**config.mk**
```make
export PLATFORM = sky130hd
export DESIGN_NAME = i2c_bus_clear_sequencer
export DESIGN_NICKNAME = d
export VERILOG_FILES = /design/src/design/i2cbc_pkg.sv /design/src/design/i2c_bus_clear_sequencer.sv /design/src/design/i2cbc_regs.sv /design/src/design/i2cbc_step.sv
export VERILOG_INCLUDE_DIRS = /design/src /design/src/design
export SDC_FILE = /design/constraint.sdc
export NUM_CORES = 1
export LEC_CHECK = 0
export ABC_CLOCK_PERIOD_IN_PS = 4030
export BUFFER_PORTS_ARGS = -buffer_cell sky130_fd_sc_hd__buf_2
export CELL_PAD_IN_SITES_DETAIL_PLACEMENT = 0
export CELL_PAD_IN_SITES_GLOBAL_PLACEMENT = 2
export CORE_MARGIN = 2
export CORE_UTILIZATION = 33
export DETAILED_ROUTE_END_ITERATION = 8
export PLACE_DENSITY = 0.92
export SETUP_SLACK_MARGIN = 0.1
export SYNTH_ARGS = -nofsm -noshare
export SYNTH_HDL_FRONTEND = slang
export SYNTH_SLANG_ARGS = --single-unit
```
**constraint.sdc**
```tcl
create_clock -name clk -period 4.03 [get_ports clk]
set_input_delay 0.403 -clock clk [delete_from_list [all_inputs] [get_ports clk]]
set_output_delay 0.403 -clock clk [all_outputs]
set_load 0.05 [all_outputs]
```
**src/design/i2c_bus_clear_sequencer_macros.svh**
```systemverilog
// Assertion helpers shared by the bus-clear design files.
// Both expect signals named clk and arst_n in the calling module.
`ifndef I2C_BUS_CLEAR_SEQUENCER_MACROS_SVH
`define I2C_BUS_CLEAR_SEQUENCER_MACROS_SVH

// Consequent checked on the same edge as the antecedent.
`define I2CBC_ASSERT_NOW(lbl, ante, cons, msg) \
	lbl: assert property (@(posedge clk) disable iff (!arst_n) (ante) |-> (cons)) \
		else $error(msg);

// Consequent checked on the edge following the antecedent.
`define I2CBC_ASSERT_NEXT(lbl, ante, cons, msg) \
	lbl: assert property (@(posedge clk) disable iff (!arst_n) (ante) |=> (cons)) \
		else $error(msg);

`endif

```
**src/design/i2cbc_pkg.sv**
```systemverilog
package i2cbc_pkg;

	localparam logic [7:0] HALF_PERIOD_RESET = 8'd5;
	localparam logic [4:0] PULSE_COUNT_RESET = 5'd20;

	// register index, from paddr[2]
	typedef enum logic {
		REG_HALF_PERIOD = 1'b0,
		REG_PULSE_COUNT = 1'b1
	} reg_idx_t;

	typedef enum logic [11:0] {
		PH_IDLE     = 12'b0000_0000_0001,
		PH_A_LOW    = 12'b0000_0000_0010,
		PH_A_HIGH   = 12'b0000_0000_0100,
		PH_B_LOW    = 12'b0000_0000_1000,
		PH_B_HIGH   = 12'b0000_0001_0000,
		PH_B_SAMPLE = 12'b0000_0010_0000,
		PH_C_LOW    = 12'b0000_0100_0000,
		PH_C_HIGH   = 12'b0000_1000_0000,
		PH_CLK_LOW  = 12'b0001_0000_0000,
		PH_CLK_HIGH = 12'b0010_0000_0000,
		PH_D_LOW    = 12'b0100_0000_0000,
		PH_D_HIGH   = 12'b1000_0000_0000
	} phase_t;

	typedef struct packed {
		logic start_request;
		logic scl_sample;
		logic sda_sample;
	} in_item_t;

	typedef struct packed {
		logic scl_drive_enable;
		logic scl_drive_level;
		logic sda_drive_enable;
		logic sda_drive_level;
		logic busy_res;
		logic done_pulse;
	} out_item_t;

	typedef struct packed {
		logic [7:0] half_period_ticks;
		logic [4:0] clock_pulse_count;
	} cfg_t;

endpackage

```
**src/design/i2c_bus_clear_sequencer.sv**
```systemverilog
// Channel   Direction  Handshake            Beat payload
// in        input      in_valid/in_ready    in_item  (start_request, scl_sample, sda_sample)
// out       output     out_valid/out_ready  out_item (SCL/SDA drive, busy_res, done_pulse)
// apb       cfg        psel/penable/pready  half_period_ticks @0x0, clock_pulse_count @0x4
//
// One beat in, one beat out; each beat passes the input register, then the result register.
// Throughput is one beat per cycle while out does not stall: the step logic is a
// single pass through the phase machine between the input and result registers.
// Reset (arst_n low) empties both registers and returns the sequencer to idle
// with both pins released; registers return to 5 ticks and 20 pulses.
// A stall on out holds the result register and the pending input beat; in_ready
// stays high while the input register can move on or is empty.
module i2c_bus_clear_sequencer (
	input  logic                 clk,
	input  logic                 arst_n,
	input  logic                 in_valid,
	output logic                 in_ready,
	input  i2cbc_pkg::in_item_t  in_item,
	output logic                 out_valid,
	input  logic                 out_ready,
	output i2cbc_pkg::out_item_t out_item,
	input  logic                 psel,
	input  logic                 penable,
	input  logic                 pwrite,
	input  logic [2:0]           paddr,
	input  logic [31:0]          pwdata,
	output logic [31:0]          prdata,
	output logic                 pready
);
	import i2cbc_pkg::*;

	cfg_t      cfg;
	in_item_t  item_s1;
	logic      valid_s1;
	out_item_t res;
	out_item_t res_s2;
	logic      valid_s2;
	logic      adv;

	// the input beat steps the machine when the result register is free or draining
	assign adv      = valid_s1 && (!valid_s2 || out_ready);
	assign in_ready = !valid_s1 || adv;

	i2cbc_regs u_regs (
		.clk     (clk),
		.arst_n  (arst_n),
		.psel    (psel),
		.penable (penable),
		.pwrite  (pwrite),
		.paddr   (paddr),
		.pwdata  (pwdata),
		.prdata  (prdata),
		.pready  (pready),
		.cfg     (cfg)
	);

	i2cbc_step u_step (
		.clk     (clk),
		.arst_n  (arst_n),
		.adv     (adv),
		.item_s1 (item_s1),
		.cfg     (cfg),
		.res     (res)
	);

	// input register
	always_ff @(posedge clk or negedge arst_n) begin
		if (!arst_n) begin
			valid_s1 <= 1'b0;
		end else if (in_ready) begin
			valid_s1 <= in_valid;
		end
	end

	always_ff @(posedge clk) begin
		if (in_valid && in_ready) begin
			item_s1 <= in_item;
		end
	end

	// result register
	always_ff @(posedge clk or negedge arst_n) begin
		if (!arst_n) begin
			valid_s2 <= 1'b0;
		end else if (adv) begin
			valid_s2 <= 1'b1;
		end else if (out_ready) begin
			valid_s2 <= 1'b0;
		end
	end

	always_ff @(posedge clk) begin
		if (adv) begin
			res_s2 <= res;
		end
	end

	assign out_valid = valid_s2;
	assign out_item  = res_s2;

`include "i2c_bus_clear_sequencer_macros.svh"

	`I2CBC_ASSERT_NEXT(a_adv_fills_out, adv, valid_s2, "stepped beat lost")
	`I2CBC_ASSERT_NOW(a_adv_needs_room, adv, valid_s1 && (!valid_s2 || out_ready), "step with no room")
	`I2CBC_ASSERT_NEXT(a_stall_holds_s1, valid_s1 && !adv, valid_s1 && $stable(item_s1), "pending beat dropped")

endmodule

```
**src/design/i2cbc_regs.sv**
```systemverilog
module i2cbc_regs (
	input  logic          clk,
	input  logic          arst_n,
	input  logic          psel,
	input  logic          penable,
	input  logic          pwrite,
	input  logic [2:0]    paddr,
	input  logic [31:0]   pwdata,
	output logic [31:0]   prdata,
	output logic          pready,
	output i2cbc_pkg::cfg_t cfg
);
	import i2cbc_pkg::*;

	logic [7:0] half_period_q;
	logic [4:0] pulse_count_q;
	logic       wr_en;
	reg_idx_t   idx;

	assign pready = 1'b1;
	assign idx    = reg_idx_t'(paddr[2]);
	assign wr_en  = psel & penable & pwrite & pready;

	always_ff @(posedge clk or negedge arst_n) begin
		if (!arst_n) begin
			half_period_q <= HALF_PERIOD_RESET;
			pulse_count_q <= PULSE_COUNT_RESET;
		end else if (wr_en) begin
			case (idx)
				REG_HALF_PERIOD: half_period_q <= pwdata[7:0];
				REG_PULSE_COUNT: pulse_count_q <= pwdata[4:0];
				default: ;
			endcase
		end
	end

	always_comb begin
		case (idx)
			REG_HALF_PERIOD: prdata = {24'd0, half_period_q};
			REG_PULSE_COUNT: prdata = {27'd0, pulse_count_q};
			default:         prdata = 32'd0;
		endcase
	end

	assign cfg.half_period_ticks = half_period_q;
	assign cfg.clock_pulse_count = pulse_count_q;

endmodule

```
**src/design/i2cbc_step.sv**
```systemverilog
module i2cbc_step (
	input  logic                 clk,
	input  logic                 arst_n,
	input  logic                 adv,
	input  i2cbc_pkg::in_item_t  item_s1,
	input  i2cbc_pkg::cfg_t      cfg,
	output i2cbc_pkg::out_item_t res
);
	import i2cbc_pkg::*;

	phase_t     phase_q, phase_d;
	logic [7:0] tick_q, tick_d;
	logic [4:0] pulse_q, pulse_d;
	logic       scl_en_q, scl_en_d, sda_en_q, sda_en_d;
	logic       scl_lvl_q, scl_lvl_d, sda_lvl_q, sda_lvl_d;
	logic       done;

	logic [7:0] hold;
	logic [8:0] tick_inc;
	logic       elapsed;
	logic [4:0] pulse_inc;
	logic       both_high;
	logic       do_clk, do_final;

	assign hold      = (cfg.half_period_ticks == 8'd0) ? 8'd1 : cfg.half_period_ticks;
	assign tick_inc  = {1'b0, tick_q} + 9'd1;
	assign elapsed   = tick_inc >= {1'b0, hold};
	assign pulse_inc = pulse_q + 5'd1;
	assign both_high = item_s1.scl_sample & item_s1.sda_sample;

	always_comb begin
		phase_d   = phase_q;
		tick_d    = tick_q;
		pulse_d   = pulse_q;
		scl_en_d  = scl_en_q;
		sda_en_d  = sda_en_q;
		scl_lvl_d = scl_lvl_q;
		sda_lvl_d = sda_lvl_q;
		done      = 1'b0;
		do_clk    = 1'b0;
		do_final  = 1'b0;

		// hold counter: advances in every timed phase
		if (phase_q != PH_IDLE && phase_q != PH_B_SAMPLE)
			tick_d = elapsed ? 8'd0 : tick_inc[7:0];

		case (phase_q)
			PH_IDLE: begin
				if (item_s1.start_request) begin
					tick_d   = 8'd0;
					scl_en_d = 1'b1;
					if (both_high) begin
						scl_lvl_d = 1'b1;
						sda_en_d  = 1'b1;
						sda_lvl_d = 1'b0;
						phase_d   = PH_A_LOW;
					end else begin
						scl_lvl_d = 1'b0;
						phase_d   = PH_B_LOW;
					end
				end
			end
			PH_A_LOW: if (elapsed) begin
				sda_lvl_d = 1'b1;
				phase_d   = PH_A_HIGH;
			end
			PH_C_LOW: if (elapsed) begin
				sda_lvl_d = 1'b1;
				phase_d   = PH_C_HIGH;
			end
			PH_D_LOW: if (elapsed) begin
				sda_lvl_d = 1'b1;
				phase_d   = PH_D_HIGH;
			end
			PH_A_HIGH, PH_C_HIGH: do_clk = elapsed;
			PH_B_LOW: if (elapsed) begin
				scl_lvl_d = 1'b1;
				phase_d   = PH_B_HIGH;
			end
			PH_B_HIGH: if (elapsed) begin
				scl_en_d  = 1'b0;
				scl_lvl_d = 1'b1;
				phase_d   = PH_B_SAMPLE;
			end
			PH_B_SAMPLE: begin
				tick_d = 8'd0;
				if (both_high) begin
					sda_en_d  = 1'b1;
					sda_lvl_d = 1'b0;
					phase_d   = PH_C_LOW;
				end else begin
					do_clk = 1'b1;
				end
			end
			PH_CLK_LOW: if (elapsed) begin
				scl_lvl_d = 1'b1;
				phase_d   = PH_CLK_HIGH;
			end
			PH_CLK_HIGH: if (elapsed) begin
				pulse_d = pulse_inc;
				if (pulse_inc >= cfg.clock_pulse_count) begin
					do_final = 1'b1;
				end else begin
					scl_lvl_d = 1'b0;
					phase_d   = PH_CLK_LOW;
				end
			end
			PH_D_HIGH: if (elapsed) begin
				scl_en_d  = 1'b0;
				sda_en_d  = 1'b0;
				scl_lvl_d = 1'b1;
				sda_lvl_d = 1'b1;
				phase_d   = PH_IDLE;
				done      = 1'b1;
			end
			default: begin
				scl_en_d  = 1'b0;
				sda_en_d  = 1'b0;
				scl_lvl_d = 1'b1;
				sda_lvl_d = 1'b1;
				phase_d   = PH_IDLE;
				tick_d    = 8'd0;
			end
		endcase

		// enter the clocking phase; a zero pulse count goes straight to the final check
		if (do_clk) begin
			scl_en_d = 1'b1;
			tick_d   = 8'd0;
			pulse_d  = 5'd0;
			if (cfg.clock_pulse_count == 5'd0) begin
				scl_lvl_d = 1'b1;
				do_final  = 1'b1;
			end else begin
				scl_lvl_d = 1'b0;
				phase_d   = PH_CLK_LOW;
			end
		end

		if (do_final) begin
			tick_d = 8'd0;
			if (both_high) begin
				sda_en_d  = 1'b1;
				sda_lvl_d = 1'b0;
				phase_d   = PH_D_LOW;
			end else begin
				scl_en_d  = 1'b0;
				sda_en_d  = 1'b0;
				scl_lvl_d = 1'b1;
				sda_lvl_d = 1'b1;
				phase_d   = PH_IDLE;
				done      = 1'b1;
			end
		end
	end

	always_ff @(posedge clk or negedge arst_n) begin
		if (!arst_n) begin
			phase_q   <= PH_IDLE;
			tick_q    <= 8'd0;
			pulse_q   <= 5'd0;
			scl_en_q  <= 1'b0;
			sda_en_q  <= 1'b0;
			scl_lvl_q <= 1'b1;
			sda_lvl_q <= 1'b1;
		end else if (adv) begin
			phase_q   <= phase_d;
			tick_q    <= tick_d;
			pulse_q   <= pulse_d;
			scl_en_q  <= scl_en_d;
			sda_en_q  <= sda_en_d;
			scl_lvl_q <= scl_lvl_d;
			sda_lvl_q <= sda_lvl_d;
		end
	end

	assign res.scl_drive_enable = scl_en_d;
	assign res.scl_drive_level  = scl_lvl_d;
	assign res.sda_drive_enable = sda_en_d;
	assign res.sda_drive_level  = sda_lvl_d;
	assign res.busy_res         = phase_d != PH_IDLE;
	assign res.done_pulse       = done;

`include "i2c_bus_clear_sequencer_macros.svh"

	`I2CBC_ASSERT_NOW(a_idle_released, phase_q == PH_IDLE, !scl_en_q && !sda_en_q, "pins driven while idle")
	`I2CBC_ASSERT_NOW(a_scl_rel_high, !scl_en_q, scl_lvl_q, "released SCL level not high")
	`I2CBC_ASSERT_NOW(a_done_to_idle, adv && done, phase_d == PH_IDLE && !scl_en_d && !sda_en_d, "done without release")
	`I2CBC_ASSERT_NEXT(a_hold_state, !adv, $stable(phase_q) && $stable(tick_q), "state moved without a beat")

endmodule

```
[Word-level counts from Yosys, hierarchy flattened]
Index checks and enable logic that the tools add are counted.
Cells by class
  add/sub/neg operators: 2
  $mul: 0
  divide/modulo/power cells: 0
  order comparisons: 2
  equal/unequal tests: 15
  shift-type cells: 0
  muxes and demuxes: 67
  bitwise logic cells: 4
  reduce and logical (&&, ||, !) cells: 24
Operators by type and width (number)
  $mux W12: 14
  $pmux W12 S11: 1
  $pmux W32 S2: 1
  $mux W8: 6
  $mux W1: 34
  $ne A12 B1 Y1 const B: 2
  $reduce_or A9 Y1: 2
  $pmux W8 S2: 1
  $mux W5: 3
  $eq A12 B1 Y1 const B: 1
  $eq A12 B10 Y1 const B: 1
  $eq A12 B11 Y1 const B: 1
  $eq A12 B12 Y1 const B: 1
  $eq A12 B2 Y1 const B: 1
  $eq A12 B3 Y1 const B: 1
  $eq A12 B4 Y1 const B: 1
  $eq A12 B5 Y1 const B: 1
  $eq A12 B6 Y1 const B: 1
  $eq A12 B7 Y1 const B: 1
  $eq A12 B8 Y1 const B: 1
  $eq A12 B9 Y1 const B: 1
  $ne A12 B6 Y1 const B: 1
  $pmux W1 S4: 3
  $reduce_or A6 Y1: 2
  other kinds (21): 32
Storage, ports and cells
  register bits: 53
  bits in latches: 0
  bits in writable memories: 0
  ROM bits: 0
  output and inout bits: 41
  memories: 0

[Longest topological paths before layout]
Gate-level depths: netlist of the first run.
  depth after elaboration: 9
  depth in mapped cells: 14

[Modules after synthesis]
From an unflattened synthesis of the first run, not the netlist that was laid out.
Second synthesis, totals
  cell total of the unflattened synthesis: 415
  area total of the unflattened synthesis: 3851.2 µm²
Modules (own cells, without submodules)
  i2cbc_step: times used 1, cells each 334, area an instance 2682.6 µm², seq. area each 729.4 µm²
  i2cbc_regs: times used 1, cells each 64, area an instance 794.5 µm², seq. area each 330.3 µm²
  i2c_bus_clear_sequencer: times used 1, cells each 17, area an instance 374.1 µm², seq. area each 320.3 µm²

[Least setup slack after synthesis of the first run]
No wires, ideal clock.
  kind: register -> register
  from: reg u_step.tick_q[0]
  to: reg res_s2 (netlist bit out_item[2]) (data pin)
  arrival time: 2.851 ns
  data required time: 3.756 ns
  slack: 0.905 ns
  cell stages (with the launch flop): 13
  path buffers: 0
  period minus slack after synthesis: 3.125 ns
  cell sequence: dfrtp_1 > ha_1 > and4_1 > nand2_1 > xnor2_1 > ha_1 > o21ai_0 > nor2_1 > nand4_1 > a2111oi_2 > a211oi_4 > a21oi_1 > a31oi_1
RTL lines
  from (decl): RTL line i2cbc_step.sv:12  | logic [7:0] tick_q, tick_d;
  from (signal assigned): RTL line i2cbc_step.sv:168  | tick_q <= tick_d;
  to (signal assigned): RTL line i2c_bus_clear_sequencer.sv:94  | res_s2 <= res;
  to (decl): RTL line i2c_bus_clear_sequencer.sv:36  | out_item_t res_s2;

[Worst setup path in the final report of the first run]
  from: reg u_step.tick_q[0]
  to: reg u_step.tick_q[6]
Between the ends
  word-level cells in the longest chain between the ends: 8
RTL lines
  $add A8 B1 Y9 (*): RTL line i2cbc_step.sv:26  | assign tick_inc = {1'b0, tick_q} + 9'd1;
  $ge A9 B8 Y1: RTL line i2cbc_step.sv:27  | assign elapsed = tick_inc >= {1'b0, hold};
  $mux W8: RTL line i2cbc_step.sv:45  | tick_d = elapsed ? 8'd0 : tick_inc[7:0];
  $mux W8: RTL line i2cbc_step.sv:44  | if (phase_q != PH_IDLE && phase_q != PH_B_SAMPLE)
  $mux W8: RTL line i2cbc_step.sv:49  | if (item_s1.start_request) begin
  $pmux W8 S2: RTL line i2cbc_step.sv:47  | case (phase_q)
  $mux W8: RTL line i2cbc_step.sv:127  | if (do_clk) begin
  $mux W8 (*): RTL line i2cbc_step.sv:140  | if (do_final) begin
Every way passes the cells marked *; elsewhere a longest branch is shown, timed or not.
A chain may end at the register's enable or synchronous reset.

==> results.yml, run 1 <==
outcome:
  status: "finished, final reports clean"
grt:
  grt_util_met3_pct: 2.09
  first_global_vias: 2834
  grt-ovfl-total: 0
  grt_pass1_wl_mm: 14.0
  top_usage_layer: "met2"
  grtUsageMet1_pct: 20.4
  grt_max_degree: 45
  grt_antenna_before_repair: 0
  grt.total_usage_pct: 14.7
  met2_usage_pct: 24.1
setup_path:
  crit_type: "reg2reg"
  setup.worst_path.end_class: "flip-flop"
  cp.required_ns: 4.27
  worst_ep_arrival_time_ns: 3.84
  crit_fanout: 12
  startpoint_type: "flip-flop"
synthesis:
  synth_cells: 398
  synth_top_area_share_pct: 25.4
  synth_edf_count: 9
  ys_ff_latch: 53
  syn_avg_cell_area_um2: 9.18
  synth.most_common_cell: "nand2_1"
  async_flop_share_pct: 83.0
  yosysWarningCount: 0
  synth_area_um2: 3650
  ys_seq_area_share_pct: 37.8
  synth_cell_type_count: 67
  netlist_top_cells_count: "nand2_1 (40), dfrtp_1 (37), nor2_1 (29)"
  synth.area.top_cells: "dfrtp_1 (25%), edfxtp_1 (7.4%), buf_4 (5.1%)"
  yosys.area.top_type: "dfrtp_1"
  synth_ff_type: "dfrtp_1"
finish:
  area_delta_synth_final_pct: 9.93
  fin_nets: 491
  drive_gt1_share_pct: 20.1
  nFillCells: 1129
  diodes: 0
  final_util_pct: 37.0
  design_area_um2: 4020
timing:
  min_period_ns: 3.60
  slew_viol_final: 0
  maxSlewHeadroom_pct: 31.6
  setup_viol: 0
  setup_slack_ns: 0.428
  worst_slew_pin_slew_ns: 1.03
  max_freq_mhz: 278
  finalHoldViolations: 0
  fin_worst_skew_ns: 0.00495
  post-route-period-util_pct: 89.4
  setup_tns_ns: 0
  rsz0062_at_grt: "false"
floorplan:
  die_h_um: 109
  coreArea_um2: 10800
  start_util_pct: 33.7
  rows: 38
  io_pins: 86
  dieArea_um2: 11900
  die_w_um: 109
route:
  routed_wl_mm: 8.39
  vias: 2972
  drt_iter0_drc: 224
  firstDrtPassIters: 4
  route.detailed.vias_per_inst: 5.20
  drc: 0
  wl_per_cell_um: 14.7
  drtAntennaViolNets: 0
placed_design:
  place.gp.congestion: 0.870
  post-dp-hpwl_mm: 6.52
  pre_cts_ws_ns: 0.415
  port_buffers: 34
  placed_area_um2: 3860
clock_network:
  ctsRootBufferMaster: "clkbuf_8"
  cts-hold-fix-buffers: 0
  cts_buffer_depth: 2
  cts_sinks: 53
  cts_tree: "built"
  cts_buffers: 5
  path_clk_slew_ns: 0.10
  htreeDepth: 2
  worstSkewPairLatency_ns: 0.31
worst_hold_path:
  hold_path_class: "in2reg"
job:
  maxCapViolCount: 0
power_and_ir_drop:
  peakVddDrop_uv: 205
  p_per_area_nw_per_um2: 506
  p_leak_nw: 1.81
==> kinds of logic after synthesis <==
family | after synthesis | synth area share [%]
compound gates | 91 | 17.3
xor+xnor | 13 | 3.12
fa+ha+maj | 15 | 5.14
buf+inv | 57 | 8.80
flops | 53 | 37.8
mux | 15 | 4.62
other cells | 2 | 0.206
simple gates | 152 | 23.0
==> per-stage QoR <==
stage	total power (W)	hold WS, ns	instances
after floorplan	0.00147	0.107	421
after detailed placement	0.00167	0.463	560
final	0.00203	0.262	572
after global routing	0.00215	0.256	572
after global placement	0.00165	0.453	560
after CTS	0.00204	0.257	568
==> routing by layer <==
layer | share of wire, % | routed length (um)
met3 | 4.7 | 398
met4 | 1.2 | 101
met1 | 46 | 3840
met5 | 0 | 0
met2 | 48 | 4050
==> worst paths after layout <==
check / startpoint / depth (start not counted) / slack [ns] / endpoint
max: u_step.tick_q[0]$_DFFE_PN0P_ / 12 / 0.43 / u_step.tick_q[6]$_DFFE_PN0P_
min: in_item[1] / 1 / 0.26 / item_s1[1]$_DFFE_PP_
max reg2reg: u_step.tick_q[0]$_DFFE_PN0P_ / 12 / 0.43 / u_step.tick_q[6]$_DFFE_PN0P_
min reg2reg: u_step.scl_en_q$_DFFE_PN0P_ / 2 / 0.48 / u_step.scl_en_q$_DFFE_PN0P_
max in group asynchronous: arst_n / 1 / 3.14 / u_step.scl_en_q$_DFFE_PN0P_
min in group asynchronous: arst_n / 1 / 0.27 / u_step.tick_q[6]$_DFFE_PN0P_
==> cell usage in the layout, fill, tap and decap left out, drive strengths merged, types with 3 or more instances in the layout <==
master	synthesis	final
a21o	5	5
and2	6	6
nand2	40	40
edfxtp	9	9
clkbuf	7	6
a32o	3	3
a31oi	5	5
xnor2	6	6
nand4	11	11
nor4	9	9
nand2b	6	6
nor2	29	29
nand3	13	13
xor2	7	7
nor3	12	12
mux2	15	15
o21ai	28	28
and4	5	5
a211oi	6	6
dfrtp	37	37
o22ai	3	3
buf	31	41
nor2b	4	4
inv	19	19
a21oi	16	16
ha	15	15
o31ai	7	7
dfstp	7	7
conb	2	25
==> critical path, stage by stage, from the launching register on <==
cell	delay, ns
dfrtp_1	0.43
ha_1	0.28
and4_1	0.25
nand2_1	0.10
xnor2_1	0.15
ha_1	0.22
nor3_1	0.22
nor2_1	0.14
a211oi_4	0.44
nand2_1	0.38
or3_1	0.52
or3_1	0.32
o21ai_0	0.07
==> power breakdown <==
part / internal, W / switching [W]
logic: 0.000299 / 0.000602
clock network: 0.000187 / 0.000182
registers: 0.000669 / 0.0000921
==> sequential cells by signal (all words and copies together), names as in the netlist <==
name / flops
u_step.sda_en_q: 1
u_step.sda_lvl_q: 1
u_regs.half_period_q: 8
out_valid: 1
u_step.scl_en_q: 1
out_item: 6
u_regs.pulse_count_q: 5
u_step.pulse_q: 5
u_step.phase_q: 12
item_s1: 3
u_step.tick_q: 8
valid_s1: 1
u_step.scl_lvl_q: 1
==> layout make-up <==
type | count | area, um2 | share of cell area [%]
repair buffers | 41 | 223 | 5.55
flip-flops and latches | 53 | 1380 | 34.4
clock buffers | 6 | 72.6 | 1.81
clock inverters | 2 | 38.8 | 0.966
well taps | 140 | 175 | 4.36
multi-input cells | 311 | 2050 | 51.2
inverters | 19 | 71.3 | 1.78
==> repair_timing <==
action                     in CTS  in global routing
setup endpoints to repair       0                  2
setup buffers                   0                  4
gates resized for setup         0                  2
(Power assumes the default switching activity.)
==> inputs of run 2 (changes only) <==
--- a/config.mk
+++ b/config.mk
@@ -7,7 +7,7 @@
 export NUM_CORES = 1
 export LEC_CHECK = 0
 export ABC_CLOCK_PERIOD_IN_PS = 4030
-export BUFFER_PORTS_ARGS = -buffer_cell sky130_fd_sc_hd__buf_2
+export BUFFER_PORTS_ARGS = -buffer_cell sky130_fd_sc_hd__buf_4
 export CELL_PAD_IN_SITES_DETAIL_PLACEMENT = 0
 export CELL_PAD_IN_SITES_GLOBAL_PLACEMENT = 2
 export CORE_MARGIN = 2
@@ -15,6 +15,7 @@
 export DETAILED_ROUTE_END_ITERATION = 8
 export PLACE_DENSITY = 0.92
 export SETUP_SLACK_MARGIN = 0.1
+export SKIP_LAST_GASP = 1
 export SYNTH_ARGS = -nofsm -noshare
 export SYNTH_HDL_FRONTEND = slang
 export SYNTH_SLANG_ARGS = --single-unit
==> results.yml, run 2 (synthesis gave the netlist of run 1 again) <==
setup_path:
  worst-r2r-cell-count: 12
  cpLargestDelayFamily: "compound AO/OA/AOI/OAI gates"
  setup.worst_path.end_class: "flip-flop"
  worst_ep_arrival_time_ns: 3.74
  crit_fanout: 10
  r2r_start: "u_step.tick_q[0]$_DFFE_PN0P_"
  crit_chain: "ha_1, and4_1, nand2_1, xnor2_1, ha_1, o21ai_0, nor2_1, a211oi_4, a2111oi_4, a211oi_4, a21oi_1, a31o_2"
  crit_type: "reg2reg"
  slowest_delay_ns: 0.51
  critPathBufInv: 0
  cp.required_ns: 4.13
  startpoint_type: "flip-flop"
  crit_cells: 12
  cpMaxStageDelayCell: "a211oi_4"
  crit_start: "u_step.tick_q[0]$_DFFE_PN0P_"
timing:
  worst_slew_pin_slew_ns: 0.861
  fin_worst_skew_ns: 0.0160
  slew_viol_final: 0
  min_period_ns: 3.64
  setup_viol: 0
  max_freq_mhz: 275
  post-route-period-util_pct: 90.4
  rsz0062_at_grt: "false"
  maxSlewHeadroom_pct: 41.8
  setup_slack_ns: 0.388
  setup_tns_ns: 0
  finalHoldViolations: 0
finish:
  final_cell_mix: "nand2_1 (40), buf_4 (37), dfrtp_1 (37)"
  stdcell_count: 568
  largest_register_ffs: 12
  diodes: 0
  fin_nets: 487
  regMostFlops: "u_step.phase_q"
  nFillCells: 1140
  area_delta_synth_final_pct: 11.5
  final_util_pct: 37.6
  final_common_cell: "nand2_1"
  drive_gt1_share_pct: 19.6
  reg.largest.list: "u_step.phase_q (12), u_regs.half_period_q (8), u_step.tick_q (8)"
clock_network:
  worstSkewPairLatency_ns: 0.33
  post-cts-setup-buffer-count: 0
  ctsRootBufferMaster: "clkbuf_8"
  cts_tree: "built"
  path_clk_slew_ns: 0.11
  cts_buffers: 5
  htreeDepth: 2
  cts-hold-fix-buffers: 0
  cts_sinks: 53
  cts_buffer_depth: 2
grt:
  grt_max_degree: 45
  grt_pass1_wl_mm: 14.2
  grt_antenna_before_repair: 0
  first_global_vias: 2856
  grt.total_usage_pct: 15.2
  grt-ovfl-total: 0
route:
  routed_wl_mm: 8.51
  route.detailed.vias_per_inst: 5.23
  drt_iter0_drc: 161
  firstDrtPassIters: 4
  wl_per_cell_um: 15.0
  drc: 0
  drtAntennaViolNets: 0
  vias: 2970
outcome:
  status: "finished, final reports clean"
floorplan:
  rows: 38
  dieArea_um2: 11900
  coreArea_um2: 10800
  die_h_um: 109
  die_w_um: 109
  start_util_pct: 33.7
  io_pins: 86
placed_design:
  port_buffers: 34
  place.gp.congestion: 0.875
  pre_cts_ws_ns: 0.318
  post-dp-hpwl_mm: 6.58
  dp_cells: 560
power_and_ir_drop:
  peakVddDrop_uv: 209
  report.power.total_w: 0.00207
  p_per_area_nw_per_um2: 507
  p_leak_nw: 1.83
worst_hold_path:
  hold_path_class: "in2async"
job:
  maxCapViolCount: 0
run 2: cell types whose count changed in the layout (fill, tap and decap cells not counted):
cell,delta
clkbuf_1,-1
clkinv_4,-1
inv_6,+1
clkinv_2,+1
buf_2,-34
buf_4,+30
run 2: path summary, 6_finish.rpt:
check	slack (ns)	end
max	0.39	out_item[3]$_DFFE_PP_
min	0.08	u_step.phase_q[8]$_DFFE_PN0P_
max reg2reg	0.39	out_item[3]$_DFFE_PP_
min reg2reg	0.51	out_valid$_DFFE_PN0P_
max in group asynchronous	3.55	u_step.pulse_q[1]$_DFFE_PN0P_
min in group clk	0.25	item_s1[2]$_DFFE_PP_
run 2: final cells by class:
cell class / count / area, um2 / area share [%]
tap: 140 / 175 / 4.30
clock buffer: 5 / 68.8 / 1.69
inverter: 19 / 71.3 / 1.75
sequential: 53 / 1380 / 33.9
clock inverter: 3 / 43.8 / 1.08
multi-input combinational: 311 / 2050 / 50.5
timing repair buffer: 37 / 278 / 6.82
run 2: per-stage QoR:
step / instance area [um2] / hold WS, ns
final: 4070 / 0.0765
after global routing: 4070 / 0.119
after CTS: 4050 / 0.102
after detailed placement: 3940 / 0.459
after global placement: 3940 / 0.453
after floorplan: 3740 / 0.107
run 2: timing repair:
action | CTS | global route
setup endpoints to repair | 0 | 1
gates resized for setup | 0 | 2
endpoints found under the hold margin | 0 | 0
run 2: worst register-to-register path: cells and delay by family (launching register included):
kind / cells / cell delay, ns
and+or+nand+nor: 3 / 0.47
adders and majority gates: 2 / 0.55
DFF: 1 / 0.44
xor gates and xnor gates: 1 / 0.21
AOI/OAI and AO/OA: 6 / 1.75
run 2: metal layers:
layer | vias up | GRT usage, % | wire length (um)
li1 | 1464 | - | -
met1 | 1422 | 20.4 | 3930
met2 | 78 | 25.2 | 4140
met3 | 6 | 2.93 | 354
met4 | 0 | 3.89 | 88
met5 | - | 0 | 0
run 2: report_power, final:
part           switching (W)  internal [W]
registers          0.0000921      0.000670
clock network       0.000195      0.000187
logic               0.000598      0.000324
